$ cat src/rtl/core/sha256_pkg.sv
// ============================================================================
// SHA-256 package
// Shared types, constants and the rotate function for the SHA-256 stream hasher.
// ============================================================================
package sha256_pkg;

  typedef enum logic [2:0] {
    ST_COLLECT,
    ST_LOAD,
    ST_ROUND,
    ST_FOLD,
    ST_EMIT
  } state_t;

  typedef struct packed {
    logic       load;     // copy chain into working vars, clear round count
    logic       round;    // run one round
    logic       fold;     // add working vars into chain
    logic       pad_sel;  // read padded block instead of raw block
    logic       second;   // which padding block is being compressed
    logic       chain_rst;
  } cmd_t;

  typedef struct packed {
    logic rounds_done;
  } stat_t;

  localparam logic [7:0] PAD_BYTE = 8'h80;

  localparam logic [31:0] START_H [8] = '{
    32'h6a09e667, 32'hbb67ae85, 32'h3c6ef372, 32'ha54ff53a,
    32'h510e527f, 32'h9b05688c, 32'h1f83d9ab, 32'h5be0cd19
  };

  localparam logic [31:0] ROUND_K [64] = '{
    32'h428a2f98,32'h71374491,32'hb5c0fbcf,32'he9b5dba5,32'h3956c25b,32'h59f111f1,
    32'h923f82a4,32'hab1c5ed5,32'hd807aa98,32'h12835b01,32'h243185be,32'h550c7dc3,
    32'h72be5d74,32'h80deb1fe,32'h9bdc06a7,32'hc19bf174,32'he49b69c1,32'hefbe4786,
    32'h0fc19dc6,32'h240ca1cc,32'h2de92c6f,32'h4a7484aa,32'h5cb0a9dc,32'h76f988da,
    32'h983e5152,32'ha831c66d,32'hb00327c8,32'hbf597fc7,32'hc6e00bf3,32'hd5a79147,
    32'h06ca6351,32'h14292967,32'h27b70a85,32'h2e1b2138,32'h4d2c6dfc,32'h53380d13,
    32'h650a7354,32'h766a0abb,32'h81c2c92e,32'h92722c85,32'ha2bfe8a1,32'ha81a664b,
    32'hc24b8b70,32'hc76c51a3,32'hd192e819,32'hd6990624,32'hf40e3585,32'h106aa070,
    32'h19a4c116,32'h1e376c08,32'h2748774c,32'h34b0bcb5,32'h391c0cb3,32'h4ed8aa4a,
    32'h5b9cca4f,32'h682e6ff3,32'h748f82ee,32'h78a5636f,32'h84c87814,32'h8cc70208,
    32'h90befffa,32'ha4506ceb,32'hbef9a3f7,32'hc67178f2
  };

  function automatic logic [31:0] rotr(input logic [31:0] x, input int n);
    rotr = (x >> n) | (x << (32 - n));
  endfunction

endpackage

$ cat src/rtl/core/sha256_ctrl.sv
// ============================================================================
// SHA-256 controller
// Sequences byte collection, block compression, padding and digest output.
// ============================================================================
module sha256_ctrl (
  input  logic              clk,
  input  logic              rst,
  input  logic              in_fire,
  input  logic              in_byte,
  input  logic              in_end,
  input  logic [5:0]        fill,
  input  sha256_pkg::stat_t stat,
  input  logic              out_fire,
  input  logic              out_last,
  output sha256_pkg::cmd_t  cmd,
  output logic              in_ready,
  output logic              out_valid
);

  sha256_pkg::state_t state, state_next;
  logic pad_mode, pad_mode_next;   // compressing padding blocks
  logic second, second_next;       // second padding block pending/active
  logic two_blk, two_blk_next;     // padding needs two blocks

  always_ff @(posedge clk) begin
    if (rst) begin
      state <= sha256_pkg::ST_COLLECT;
      pad_mode <= 1'b0;
      second <= 1'b0;
      two_blk <= 1'b0;
    end else begin
      state <= state_next;
      pad_mode <= pad_mode_next;
      second <= second_next;
      two_blk <= two_blk_next;
    end
  end

  always_comb begin
    state_next = state;
    pad_mode_next = pad_mode;
    second_next = second;
    two_blk_next = two_blk;
    unique case (state)
      sha256_pkg::ST_COLLECT: begin
        if (in_fire) begin
          if (in_byte && fill == 6'd63) begin
            state_next = sha256_pkg::ST_LOAD;
            pad_mode_next = 1'b0;
            second_next = 1'b0;
            two_blk_next = in_end;
          end else if (in_end) begin
            state_next = sha256_pkg::ST_LOAD;
            pad_mode_next = 1'b1;
            second_next = 1'b0;
            // Fill after this byte decides the block count.
            two_blk_next = ((in_byte ? fill + 6'd1 : fill) >= 6'd56);
          end
        end
      end
      sha256_pkg::ST_LOAD:  state_next = sha256_pkg::ST_ROUND;
      sha256_pkg::ST_ROUND: if (stat.rounds_done) state_next = sha256_pkg::ST_FOLD;
      sha256_pkg::ST_FOLD: begin
        if (!pad_mode) begin
          // A full block ended with the message end: pad an empty tail.
          if (two_blk) begin
            pad_mode_next = 1'b1;
            two_blk_next = 1'b0;
            second_next = 1'b0;
            state_next = sha256_pkg::ST_LOAD;
          end else begin
            state_next = sha256_pkg::ST_COLLECT;
          end
        end else if (two_blk && !second) begin
          second_next = 1'b1;
          state_next = sha256_pkg::ST_LOAD;
        end else begin
          state_next = sha256_pkg::ST_EMIT;
        end
      end
      sha256_pkg::ST_EMIT: begin
        if (out_fire && out_last) begin
          state_next = sha256_pkg::ST_COLLECT;
          pad_mode_next = 1'b0;
          second_next = 1'b0;
          two_blk_next = 1'b0;
        end
      end
      default: state_next = sha256_pkg::ST_COLLECT;
    endcase
  end

  always_comb begin
    cmd = '0;
    in_ready = 1'b0;
    out_valid = 1'b0;
    cmd.pad_sel = pad_mode;
    cmd.second = second;
    unique case (state)
      sha256_pkg::ST_COLLECT: in_ready = 1'b1;
      sha256_pkg::ST_LOAD:    cmd.load = 1'b1;
      sha256_pkg::ST_ROUND:   cmd.round = 1'b1;
      sha256_pkg::ST_FOLD:    cmd.fold = 1'b1;
      sha256_pkg::ST_EMIT: begin
        out_valid = 1'b1;
        cmd.chain_rst = out_fire && out_last;
      end
      default: ;
    endcase
  end

endmodule

$ cat src/rtl/core/sha256_dp.sv
// ============================================================================
// SHA-256 datapath
// Block store, message schedule window, round logic and chaining words.
// ============================================================================
module sha256_dp (
  input  logic              clk,
  input  logic              rst,
  input  logic              in_fire,
  input  logic              in_byte,
  input  logic [7:0]        data_byte,
  input  logic              in_end,
  input  sha256_pkg::cmd_t  cmd,
  input  logic              out_fire,
  output sha256_pkg::stat_t stat,
  output logic [5:0]        fill,
  output logic [31:0]       digest_word,
  output logic [2:0]        word_index,
  output logic              last_word
);

  logic [31:0] store [16];    // block bytes, big-endian within each word
  logic [5:0]  tail_n;        // pending bytes when padding starts
  logic [60:0] total;
  logic [60:0] len_q;         // length latched at message end
  logic [31:0] chain [8];
  logic [31:0] v [8];
  logic [31:0] w [16];
  logic [5:0]  rnd;
  logic [2:0]  oidx;

  // Byte at position p of the block being compressed (raw or padded).
  function automatic logic [7:0] blk_byte(input logic [5:0] p, input logic pad,
                                          input logic sec, input logic [5:0] n,
                                          input logic [63:0] bits,
                                          input logic [7:0] raw);
    logic       two;
    logic [7:0] b;
    begin
      two = (n >= 6'd56);
      b = 8'h00;
      if (!pad) b = raw;
      else begin
        if (!sec) begin
          if (p < n) b = raw;
          else if (p == n) b = sha256_pkg::PAD_BYTE;
        end
        if ((sec || !two) && p >= 6'd56)
          b = bits[8*(7-(p-6'd56)) +: 8];
      end
      blk_byte = b;
    end
  endfunction

  logic [63:0]  bitlen;
  logic [31:0]  w_in;
  logic [31:0]  w_cur, w_new, s0, s1;
  logic [31:0]  t1, t2;
  logic [5:0]   fill_next_v;

  assign bitlen = {len_q, 3'b000};

  // One store word per round feeds the first sixteen schedule words.
  always_comb begin
    logic [31:0] raw_w;
    raw_w = store[rnd[3:0]];
    for (int j = 0; j < 4; j++)
      w_in[31-8*j -: 8] = blk_byte({rnd[3:0], 2'(j)}, cmd.pad_sel, cmd.second, tail_n,
                                   bitlen, raw_w[31-8*j -: 8]);
  end

  always_comb begin
    s0 = sha256_pkg::rotr(w[1], 7) ^ sha256_pkg::rotr(w[1], 18) ^ (w[1] >> 3);
    s1 = sha256_pkg::rotr(w[14], 17) ^ sha256_pkg::rotr(w[14], 19) ^ (w[14] >> 10);
    w_new = w[0] + s0 + w[9] + s1;
    w_cur = (rnd < 6'd16) ? w_in : w_new;
    t1 = v[7] + (sha256_pkg::rotr(v[4], 6) ^ sha256_pkg::rotr(v[4], 11)
               ^ sha256_pkg::rotr(v[4], 25))
       + ((v[4] & v[5]) ^ (~v[4] & v[6])) + sha256_pkg::ROUND_K[rnd] + w_cur;
    t2 = (sha256_pkg::rotr(v[0], 2) ^ sha256_pkg::rotr(v[0], 13)
        ^ sha256_pkg::rotr(v[0], 22))
       + ((v[0] & v[1]) ^ (v[0] & v[2]) ^ (v[1] & v[2]));
  end

  assign fill_next_v = fill + 6'd1;
  assign stat.rounds_done = (rnd == 6'd63);

  always_ff @(posedge clk) begin
    if (in_fire && in_byte) store[fill[5:2]][{~fill[1:0], 3'b000} +: 8] <= data_byte;
    if (cmd.load) begin
      for (int i = 0; i < 8; i++) v[i] <= chain[i];
    end
    if (cmd.round) begin
      v[7] <= v[6]; v[6] <= v[5]; v[5] <= v[4]; v[4] <= v[3] + t1;
      v[3] <= v[2]; v[2] <= v[1]; v[1] <= v[0]; v[0] <= t1 + t2;
      for (int i = 0; i < 15; i++) w[i] <= w[i+1];
      w[15] <= w_cur;
    end
  end

  always_ff @(posedge clk) begin
    if (rst) begin
      fill <= '0;
      total <= '0;
      tail_n <= '0;
      len_q <= '0;
      rnd <= '0;
      oidx <= '0;
      for (int i = 0; i < 8; i++) chain[i] <= sha256_pkg::START_H[i];
    end else begin
      if (in_fire) begin
        if (in_byte) begin
          fill <= fill_next_v;
          total <= total + 61'd1;
        end
        if (in_end) begin
          len_q <= total + (in_byte ? 61'd1 : 61'd0);
          tail_n <= in_byte ? fill_next_v : fill;
        end
      end
      if (cmd.load) rnd <= '0;
      else if (cmd.round) rnd <= rnd + 6'd1;
      if (cmd.fold) begin
        for (int i = 0; i < 8; i++) chain[i] <= chain[i] + v[i];
      end
      // The index wraps to zero as the eighth word is taken.
      if (out_fire) oidx <= oidx + 3'd1;
      if (cmd.chain_rst) begin
        for (int i = 0; i < 8; i++) chain[i] <= sha256_pkg::START_H[i];
        fill <= '0;
        total <= '0;
      end
    end
  end

  assign digest_word = chain[oidx];
  assign word_index = oidx;
  assign last_word = (oidx == 3'd7);

endmodule

$ cat src/rtl/core/sha256_stream_hasher_top.sv
// ============================================================================
// SHA-256 stream hasher, top level
// Hashes a byte stream with SHA-256 and emits the eight digest words.
// ============================================================================
//
//  channel | dir | tdata                      | tuser      | tlast
//  s_axis  | in  | [7:0] data_byte            | byte_valid | msg_end
//  m_axis  | out | [31:0] digest_word         | word_index | last_word
//
// Byte words are taken while bytes collect. The 64th byte of a
// block starts compression: a load, the rounds and a fold, all on the
// single shared round unit, during which input is held off. A message end
// adds one or two padding blocks and then eight output words, one per cycle
// when the sink is ready. Reset is synchronous and returns the chaining
// words and counters to their initial values. A stalled output holds its
// word until it is taken.
module sha256_stream_hasher_top (
  input  logic        clk,
  input  logic        rst,
  input  logic        s_axis_tvalid,
  output logic        s_axis_tready,
  input  logic [7:0]  s_axis_tdata,   // [7:0] data_byte
  input  logic        s_axis_tuser,   // [0] byte_valid
  input  logic        s_axis_tlast,   // msg_end
  output logic        m_axis_tvalid,
  input  logic        m_axis_tready,
  output logic [31:0] m_axis_tdata,   // [31:0] digest_word
  output logic [2:0]  m_axis_tuser,   // [2:0] word_index
  output logic        m_axis_tlast    // last_word
);

  sha256_pkg::cmd_t  cmd;
  sha256_pkg::stat_t stat;
  logic [5:0] fill;
  logic in_fire, out_fire;

  assign in_fire = s_axis_tvalid && s_axis_tready;
  assign out_fire = m_axis_tvalid && m_axis_tready;

  sha256_ctrl u_ctrl (
    .clk(clk), .rst(rst), .in_fire(in_fire), .in_byte(s_axis_tuser),
    .in_end(s_axis_tlast), .fill(fill), .stat(stat), .out_fire(out_fire),
    .out_last(m_axis_tlast), .cmd(cmd), .in_ready(s_axis_tready),
    .out_valid(m_axis_tvalid)
  );

  sha256_dp u_dp (
    .clk(clk), .rst(rst), .in_fire(in_fire), .in_byte(s_axis_tuser),
    .data_byte(s_axis_tdata), .in_end(s_axis_tlast), .cmd(cmd),
    .out_fire(out_fire), .stat(stat), .fill(fill), .digest_word(m_axis_tdata),
    .word_index(m_axis_tuser), .last_word(m_axis_tlast)
  );

endmodule

$ cat config.mk
export PLATFORM = sky130hd
export DESIGN_NAME = sha256_stream_hasher_top
export DESIGN_NICKNAME = d
export VERILOG_FILES = /design/src/rtl/core/sha256_pkg.sv /design/src/rtl/core/sha256_ctrl.sv /design/src/rtl/core/sha256_dp.sv /design/src/rtl/core/sha256_stream_hasher_top.sv
export SDC_FILE = /design/constraint.sdc
export NUM_CORES = 2
export LEC_CHECK = 0
export BUFFER_PORTS_ARGS = -buffer_cell sky130_fd_sc_hd__buf_4
export CAP_MARGIN = 20
export CORE_ASPECT_RATIO = 1.5
export CORE_MARGIN = 2
export CORE_UTILIZATION = 25
export DETAILED_ROUTE_END_ITERATION = 7
export PLACE_DENSITY = 0.36
export SYNTH_ARGS = -nofsm -noshare
export SYNTH_HDL_FRONTEND = slang
export SYNTH_SLANG_ARGS = --single-unit
$ cat constraint.sdc
create_clock -name clk -period 21 [get_ports clk]
set_clock_uncertainty 0.05 [all_clocks]
set_input_delay 2.1 -clock clk [delete_from_list [all_inputs] [get_ports clk]]
set_output_delay 2.1 -clock clk [all_outputs]
set_load 0.005 [all_outputs]
==> results.sh <==
export IMPL_status="finished clean"
export IMPL_cts_buffers_inserted=193
export IMPL_maxSlewViolCount=0
export IMPL_multi_input_area_um2=41800
export IMPL_hold_viol=0
export IMPL_cap_violations=0
export IMPL_period_share_pct=54.5
export IMPL_synth_warnings=0
export IMPL_hold_path_class="register to register"
export IMPL_cp_arrival_ns=11.98
export IMPL_pin_count=52
export IMPL_portBuffers=51
export IMPL_postSynthCellCount=8018
export IMPL_timing_slew_headroom_pct=9.58
export IMPL_fin_crit_ns=11.44
export IMPL_rows=273
export IMPL_area_growth_pct=13.3
export IMPL_cts_buffer_depth=4
export IMPL_via_count=62600
export IMPL_avgRoutedWirePerCell_um=26.3
export IMPL_cp_slowest_cell="ha_1"
export IMPL_die_x_um=501
export IMPL_path_max_fanout=55
export IMPL_cts_tree="built"
export IMPL_cp_required_ns=21.54
export IMPL_hpwl_mm=258
export IMPL_grt_antenna_before_repair=9
export IMPL_final_common_cell="edfxtp_1"
export IMPL_clock_latency_ns=0.95
export IMPL_synth_edf_count=1408
export IMPL_postCtsHoldBufs=0
export IMPL_grt_pass1_vias=64200
export IMPL_cpMostUsedCell="o21ai_0"
export IMPL_grt_use_total_pct=17.9
export IMPL_grt_pass1_wl_mm=487
export IMPL_fin_tns_setup_ns=0
export IMPL_start_util_pct=25.1
export IMPL_root_buffer="clkbuf_16"
export IMPL_gr_total_overflow=0
export IMPL_synth_nets=8645
export IMPL_finalSetupViolations=0
export IMPL_die_h_um=750
export IMPL_netlist_area_um2=92600
export IMPL_drive_above_1_share_pct=9.76
export IMPL_place_congestion=0.890
export IMPL_via_per_inst=4.83
export IMPL_slowest_delay_ns=0.70
export IMPL_grt_max_degree=160
export IMPL_core_area_um2=369000
export IMPL_postCtsSetupBuffers=0
export IMPL_rsz0062_at_grt="no"
export IMPL_clock_sinks=1692
export IMPL_max_freq_mhz=87.4
export IMPL_synthFlopType="edfxtp_1"
export IMPL_cp_end_kind="register"
export IMPL_path_clk_slew_ns=0.07
export IMPL_dieArea_um2=376000
export IMPL_ys_ff_latch=1692
export IMPL_dr_first_iter_drc_count=4440
export IMPL_n_fill_cell=37700
export IMPL_drcViolationCount=0
export IMPL_cts_resized=0
export IMPL_start_kind="register"
export IMPL_ys_types=85
export IMPL_final_cell_mix="edfxtp_1, nand2_1, nor2_1"
export IMPL_drt_total_wl_mm=341
export IMPL_ys_seq_area_share_pct=51.8
export IMPL_tightest_slew_ns=1.36
export IMPL_synthArstFlopShare_pct=0
export IMPL_worstSetupPathType="register to register"
export IMPL_final_nets=8641
export IMPL_ff_latch_area_um2=48000
export IMPL_firstDrtPassIters=5
export IMPL_htree_levels=4
export IMPL_synth_avg_cell_area_um2=11.6
export IMPL_ant_nets=0
==> cell families (layout without fill, tap and decap cells) <==
logic type / after synthesis / count (layout) / share of synthesized area [%]
multiplexers: 342 / 342 / 6.85
buffers and inverters: 790 / 921 / 3.21
other: 0 / 3 / 0
flip-flops: 1692 / 1692 / 51.8
adder cells (fa/ha/maj): 631 / 631 / 10.1
XOR/XNOR: 641 / 641 / 6.06
AND/OR/NAND/NOR: 2305 / 2305 / 11.0
AO/OA/AOI/OAI: 1617 / 1617 / 11.1
==> cells in the mapped netlist, types with 17 or more instances <==
| cell | number | area [um^2] |
|---|---|---|
| buf_1 | 64 | 240 |
| a221oi_1 | 17 | 149 |
| mux2_2 | 62 | 698 |
| or3_1 | 71 | 444 |
| o211ai_1 | 43 | 323 |
| a21oi_1 | 449 | 2250 |
| o31ai_1 | 29 | 218 |
| edfxtp_1 | 1408 | 42300 |
| clkbuf_1 | 305 | 1140 |
| ha_1 | 416 | 5200 |
| dfxtp_1 | 284 | 5690 |
| o21ai_0 | 390 | 1950 |
| nor3_1 | 119 | 596 |
| inv_1 | 415 | 1560 |
| maj3_1 | 18 | 180 |
| o21bai_1 | 56 | 420 |
| o21a_1 | 62 | 465 |
| mux2i_1 | 53 | 531 |
| nor2b_1 | 46 | 288 |
| a311oi_1 | 31 | 272 |
| and2_1 | 65 | 407 |
| nand2b_1 | 72 | 450 |
| mux4_2 | 227 | 5110 |
| nand4_1 | 40 | 250 |
| nand3_1 | 138 | 691 |
| fa_1 | 197 | 3940 |
| nand2_1 | 1082 | 4060 |
| a211oi_1 | 114 | 856 |
| and3_1 | 63 | 394 |
| nor2_1 | 526 | 1970 |
| a31oi_1 | 52 | 325 |
| xnor2_1 | 426 | 3730 |
| a21o_1 | 184 | 1380 |
| xor2_1 | 215 | 1880 |
| nor4_1 | 19 | 119 |
| o22ai_1 | 37 | 231 |
==> critical path: cells and delay by family, from the launching register on <==
kind                     cells  cell delay (ns)
AND/OR/NAND/NOR              7             1.64
adder cells (fa/ha/maj)      6             2.87
XOR/XNOR                     3             0.96
buffers and inverters        2             0.67
AO/OA/AOI/OAI               17             4.26
flip-flops                   1             0.64
==> metal layers <==
layer	vias to the layer above	track usage, %	share of wire [%]
li1	29100	-	-
met1	31900	20.9	40
met2	1217	33.2	53
met3	419	1.72	2.9
met4	2	7.25	4.5
met5	-	0	0.0038
==> stage by stage <==
stage | worst slack [ns] | instance area [um^2] | cells | utilization (%) | hold WS, ns
floorplan | 4.68 | 92600 | 8018 | - | 0.350
global placement | 9.64 | 98600 | 12600 | 26.8 | 0.351
detailed placement | 9.71 | 98700 | 12600 | 26.8 | 0.355
CTS | 9.66 | 105000 | 13000 | 28.5 | 0.321
global route | 8.69 | 105000 | 13000 | 28.5 | 0.320
finish | 9.56 | 105000 | 13000 | 28.5 | 0.322
==> flip-flops by register name (all words and copies together) (netlist names), named ones only <==
name	count
u_dp.chain	256
u_dp.w	512
u_dp.total	61
u_ctrl.pad_mode	1
u_dp.v	256
u_ctrl.state	3
u_dp.tail_n	6
u_dp.word_index	3
u_ctrl.two_blk	1
u_dp.len_q	61
u_ctrl.second	1
u_dp.rnd	6
u_dp.store	512
u_dp.fill	6
==> cell type report <==
class	count	area share (%)
flip-flops and latches	1692	45.7
well taps	4812	5.74
diodes	3	0.00715
repair buffers	174	1.30
clock inverters	81	0.875
inverters	417	1.50
clock buffers	249	5.03
multi-input cells	5536	39.8
==> path summary, 6_finish.rpt <==
path	startpoint	endpoint	slack, ns	depth (start not counted)
setup / recovery	u_dp.rnd[2]$_SDFFE_PP0P_	u_dp.v[0][31]$_DFFE_PP_	9.56	35
hold / removal	u_dp.w[1][29]$_DFFE_PP_	u_dp.w[0][125]$_DFFE_PP_	0.32	0
setup reg to reg	u_dp.rnd[2]$_SDFFE_PP0P_	u_dp.v[0][31]$_DFFE_PP_	9.56	35
hold reg to reg	u_dp.w[1][29]$_DFFE_PP_	u_dp.w[0][125]$_DFFE_PP_	0.32	0
Power is left out: the tool's default activity adds up to more than one toggle a clock period on the data nets, which glitch-free logic cannot reach.
